<file path="src/design/tdg_pkg.sv">
// Shared types and constants for the TD-error and advantage estimation block.
// Used by the interfaces, the controller, the datapath and the top level.
// No dependencies.
package tdg_pkg;

    // Field widths fixed by the data formats.
    localparam int VAL_W     = 16;   // Q8.8 reward and critic value
    localparam int RES_W     = 24;   // Q16.8 results
    localparam int CFG_W     = 17;   // Q1.16 coefficients
    localparam int IDX_OUT_W = 6;    // step index field
    localparam int APB_AW    = 3;
    localparam int APB_DW    = 32;

    localparam logic [CFG_W-1:0] DISCOUNT_RST = 17'd65208;
    localparam logic [CFG_W-1:0] LAMBDA_RST   = 17'd62259;

    // Register index, taken from the word address bit of paddr.
    localparam logic REG_DISCOUNT = 1'b0;
    localparam logic REG_LAMBDA   = 1'b1;

    typedef enum logic [2:0] {
        S_IDLE,
        S_LOAD,
        S_FINAL,
        S_GL,
        S_BK_RD,
        S_BK_WR,
        S_EM_RD,
        S_EM_LD
    } t_state;

    typedef struct packed {
        logic capture;    // latch the input item, start gamma*V
        logic load_wr;    // write delta of the previous step
        logic load_adv;   // advance the step counter after a non-final item
        logic fin_start;  // write the final delta, start gamma*lambda
        logic gl_round;   // round gamma*lambda
        logic bk_rd;      // backward pass: read delta, multiply
        logic bk_wr;      // backward pass: add, saturate, write advantage
        logic em_rd;      // emit: read both stores
        logic em_ld;      // emit: load the output register
    } t_cmd;

    typedef struct packed {
        logic fin_now;    // current item ends the trajectory
        logic idx_zero;
        logic idx_last;
        logic out_free;
    } t_status;

endpackage

</file>
<file path="src/design/tdg_ctrl.sv">
// Controller state machine: sequences loading, the backward advantage pass
// and the forward emit. Depends on tdg_pkg.
module tdg_ctrl (
    input  logic             i_clk,
    input  logic             i_rst_n,
    input  logic             i_in_valid,
    output logic             o_in_ready,
    input  tdg_pkg::t_status i_status,
    output tdg_pkg::t_cmd    o_cmd
);
    import tdg_pkg::*;

    t_state r_state;
    t_state n_state;

    always_ff @(posedge i_clk) begin
        if (!i_rst_n) begin
            r_state <= S_IDLE;
        end else begin
            r_state <= n_state;
        end
    end

    always_comb begin
        n_state = r_state;
        case (r_state)
            S_IDLE: begin
                if (i_in_valid) n_state = S_LOAD;
            end
            S_LOAD: begin
                n_state = i_status.fin_now ? S_FINAL : S_IDLE;
            end
            S_FINAL:  n_state = S_GL;
            S_GL:     n_state = S_BK_RD;
            S_BK_RD:  n_state = S_BK_WR;
            S_BK_WR: begin
                n_state = i_status.idx_zero ? S_EM_RD : S_BK_RD;
            end
            S_EM_RD:  n_state = S_EM_LD;
            S_EM_LD: begin
                if (i_status.out_free) begin
                    n_state = i_status.idx_last ? S_IDLE : S_EM_RD;
                end
            end
            default:  n_state = S_IDLE;
        endcase
    end

    always_comb begin
        o_cmd      = '0;
        o_in_ready = 1'b0;
        case (r_state)
            S_IDLE: begin
                o_in_ready    = 1'b1;
                o_cmd.capture = i_in_valid;
            end
            S_LOAD: begin
                o_cmd.load_wr  = !i_status.idx_zero;
                o_cmd.load_adv = !i_status.fin_now;
            end
            S_FINAL:  o_cmd.fin_start = 1'b1;
            S_GL:     o_cmd.gl_round  = 1'b1;
            S_BK_RD:  o_cmd.bk_rd     = 1'b1;
            S_BK_WR:  o_cmd.bk_wr     = 1'b1;
            S_EM_RD:  o_cmd.em_rd     = 1'b1;
            S_EM_LD:  o_cmd.em_ld     = i_status.out_free;
            default: begin
                o_cmd = '0;
            end
        endcase
    end
endmodule

</file>
<file path="config.mk">
export PLATFORM = sky130hd
export DESIGN_NAME = tdg_ctrl
export DESIGN_NICKNAME = d
export VERILOG_FILES = /design/src/design/tdg_pkg.sv /design/src/design/tdg_ctrl.sv
export SDC_FILE = /design/constraint.sdc
export NUM_CORES = 1
export LEC_CHECK = 0
export BUFFER_PORTS_ARGS = -buffer_cell sky130_fd_sc_hd__buf_2
export CORE_AREA = 3 3 40 42
export CTS_BUF_LIST = sky130_fd_sc_hd__clkbuf_8
export CTS_CLUSTER_SIZE = 30
export DETAILED_ROUTE_END_ITERATION = 7
export DIE_AREA = 0 0 43 45
export GPL_ROUTABILITY_DRIVEN = 0
export PLACE_DENSITY = 0.53
export SLEW_MARGIN = 20
export SYNTH_ARGS = -nofsm -noshare
export SYNTH_HDL_FRONTEND = slang
export SYNTH_SLANG_ARGS = --single-unit
</file>
<file path="constraint.sdc">
create_clock -name i_clk -period 2.7 [get_ports i_clk]
set_clock_uncertainty 0.1 [all_clocks]
set_input_delay 0.54 -clock i_clk [delete_from_list [all_inputs] [get_ports i_clk]]
set_output_delay 0.54 -clock i_clk [all_outputs]
set_load 0.1 [all_outputs]
</file>
==> summary.txt <==
Run status
  – Status: finished clean

Synthesis
  – Syn nets: 38
  – Mapped Area: 251 um2
  – Post-synth EDFFs: 0
  – Synth async-reset ratio: 0
  – Synth Instances: 31
  – Avg Cell Area, Syn: 8.11 um2
  – Yosys warns: 0
  – Main flop type after synthesis: dfxtp_1
  – Unique cell type count in the Yosys netlist: 21
  – Register area share after synthesis: 0.239
  – #FFs+latches synth: 3

Timing
  – Hold WS: 0.462 ns
  – Final Setup Violations: 0
  – Fin crit share: 0.866
  – Fin. max-slew vios: 0
  – Final hold vios: 0
  – Max frequency: 427 MHz
  – Max-slew headroom: 0.678
  – RSZ-0062 raised after global routing: false
  – Slew @ Worst Pin: 0.486 ns
  – Tmin final: 2.34 ns
  – Setup TNS: 0 ns

Floorplanning
  – Row cnt: 13
  – Core area: 0.00128 mm2
  – Number of placed I/O pins: 17
  – Die X: 43 um
  – Die H: 45 um
  – Die ar.: 0.00194 mm2
  – Initial Util: 0.196

Worst setup path
  – Crit-path max FO: 11
  – Crit path capture type: output port
  – Startpoint Class: flip-flop
  – WP data arrival: 1.70 ns
  – FF-to-FF setup slack: 1.31 ns
  – Reg-to-reg critical path startpoint: r_state[2]
  – Data required time of the worst path: 2.06 ns
  – Setup CP Type: reg2out
  – Crit. Startpoint: r_state[0]
  – Worst setup path endpoint: o_cmd[7]
  – Critical R2R Capture: r_state[1]
  – R2R depth: 3

Drt
  – Final wirelength: 584 um
  – Via density: 4.25
  – Via count: 268
  – Final ANT Viol Nets: 0
  – Drt wl/cell: 9.27 um
  – DRC violations left: 0
  – DRT iter0 DRCs: 4
  – DR pass1 iterations: 2

Layout
  – Max reg flops: 3
  – Largest regs: r_state x3
  – Most flops, register: r_state
  – N_diodes: 0
  – # fillers: 142
  – Fraction of layout cells with a size suffix above 1: 0.542
  – NumNets Final: 56
  – Final Non-Filler Cells: 63
  – P&R area growth vs syn: 54.7%

GRT
  – Vias in the first global route: 228
  – GRT Overall Usage: 0.0715
  – Global route overflow: 0
  – Initial antenna violation count: 0
  – First-pass GRT wire length: 1040 um
  – Largest net degree at the start of global routing: 15

CTS
  – CTS clk-pin slew, worst paths: 0.03 ns
  – Post-CTS Setup Bufs: 0
  – CTS tree: done
  – H-tree depth: 1
  – Hold-fix buffers, CTS: 0
  – CTS buffer count: 3
  – Clock Sinks: 3
  – Clock Latency Late Sink: 0.21 ns
  – CTS root buf: clkbuf_8
  – Resize count post-CTS: 0
  – CTS Buffer Depth: 2

Worst hold path
  – Hold Startpoint: i_status[1]
  – Worst min path class: in2reg

Placed design
  – DPL Wire Length: 429 um
  – I/O Buffers: 16
  – Placed Cells: 59

Flow run
  – MaxCap Viol Count: 0

Power and ir drop
  – Pwr dens: 667 mW/mm2
  – Worst vdd ir: 0.411 mV
  – Static leakage: 0.203 nW
-- cell usage after synthesis (all sizes together) (2+ instances only) --
cell type | count | area [um2]
dfxtp | 3 | 60.1
and2 | 2 | 12.5
nor2 | 6 | 27.5
nor3b | 2 | 15.0
buf | 3 | 23.8
o21ai | 2 | 10.0
and3b | 2 | 17.5
a21boi | 2 | 15.0
-- cell families (layout without fill, tap and decap cells) --
family,Yosys count,count (layout),share of synthesized area
flops,3,3,0.239
compound gates,7,7,0.184
simple gates,17,17,0.438
mux,1,1,0.0448
buf+inv,3,20,0.0945
-- area by class of cell --
type,count,area [um2],share of cell area
well taps,15,18.8,0.0482
clock buffers,3,41.3,0.106
multi-input cells,25,185,0.476
clock inverters,1,3.75,0.00965
flip-flops and latches,3,60.1,0.154
repair buffers,16,80.1,0.206
-- power by group --
part           switching (mW)  internal [mW]
Clock                  0.0273         0.0966
Sequential            0.00805         0.0473
Combinational          0.0613         0.0189
-- critical path, stage by stage, from the launching register on --
cell     delay (ns)
dfxtp_1        0.54
or3b_4         0.44
nor2_2         0.08
buf_2          0.42
-- per-stage QoR --
| stage | utilization | total power [mW] | setup slack (ns) | area, um2 |
|---|---|---|---|---|
| global placement | 0.268 | 0.136 | 0.590 | 344 |
| global route | 0.303 | 0.278 | 0.256 | 389 |
| detailed placement | 0.268 | 0.137 | 0.566 | 344 |
| floorplan | - | 0.126 | 0.189 | 269 |
| CTS | 0.303 | 0.264 | 0.339 | 389 |
| finish | 0.303 | 0.259 | 0.360 | 389 |
-- metal layers --
metal	GRT usage	wire, um	part of all wire	vias up
li1	-	-	-	141
met1	0.0887	253	0.43	117
met2	0.111	275	0.47	10
met3	0.0359	56	0.096	0
met4	0.0181	0	0	0
met5	0	0	0	-
-- layout by cell type (no fill, tap or decap), drive strengths merged, types with 2 or more instances in the layout --
cell and count:
buf 16, nor2 6, clkbuf 3, dfxtp 3, and3b 2, nor3b 2
a21boi 2, and2 2, o21ai 2
-- how the worst min path moves through the flow --
stage | end | slack (ns) | cells past startpoint
floorplan | r_state[1] | 0.48 | 3
global placement | r_state[1] | 0.58 | 2
detailed placement | r_state[1] | 0.56 | 2
CTS | r_state[2] | 0.46 | 2
global route | r_state[0] | 0.49 | 2
finish | r_state[2] | 0.46 | 2
Note: power is estimated with default switching activity, not from simulation.
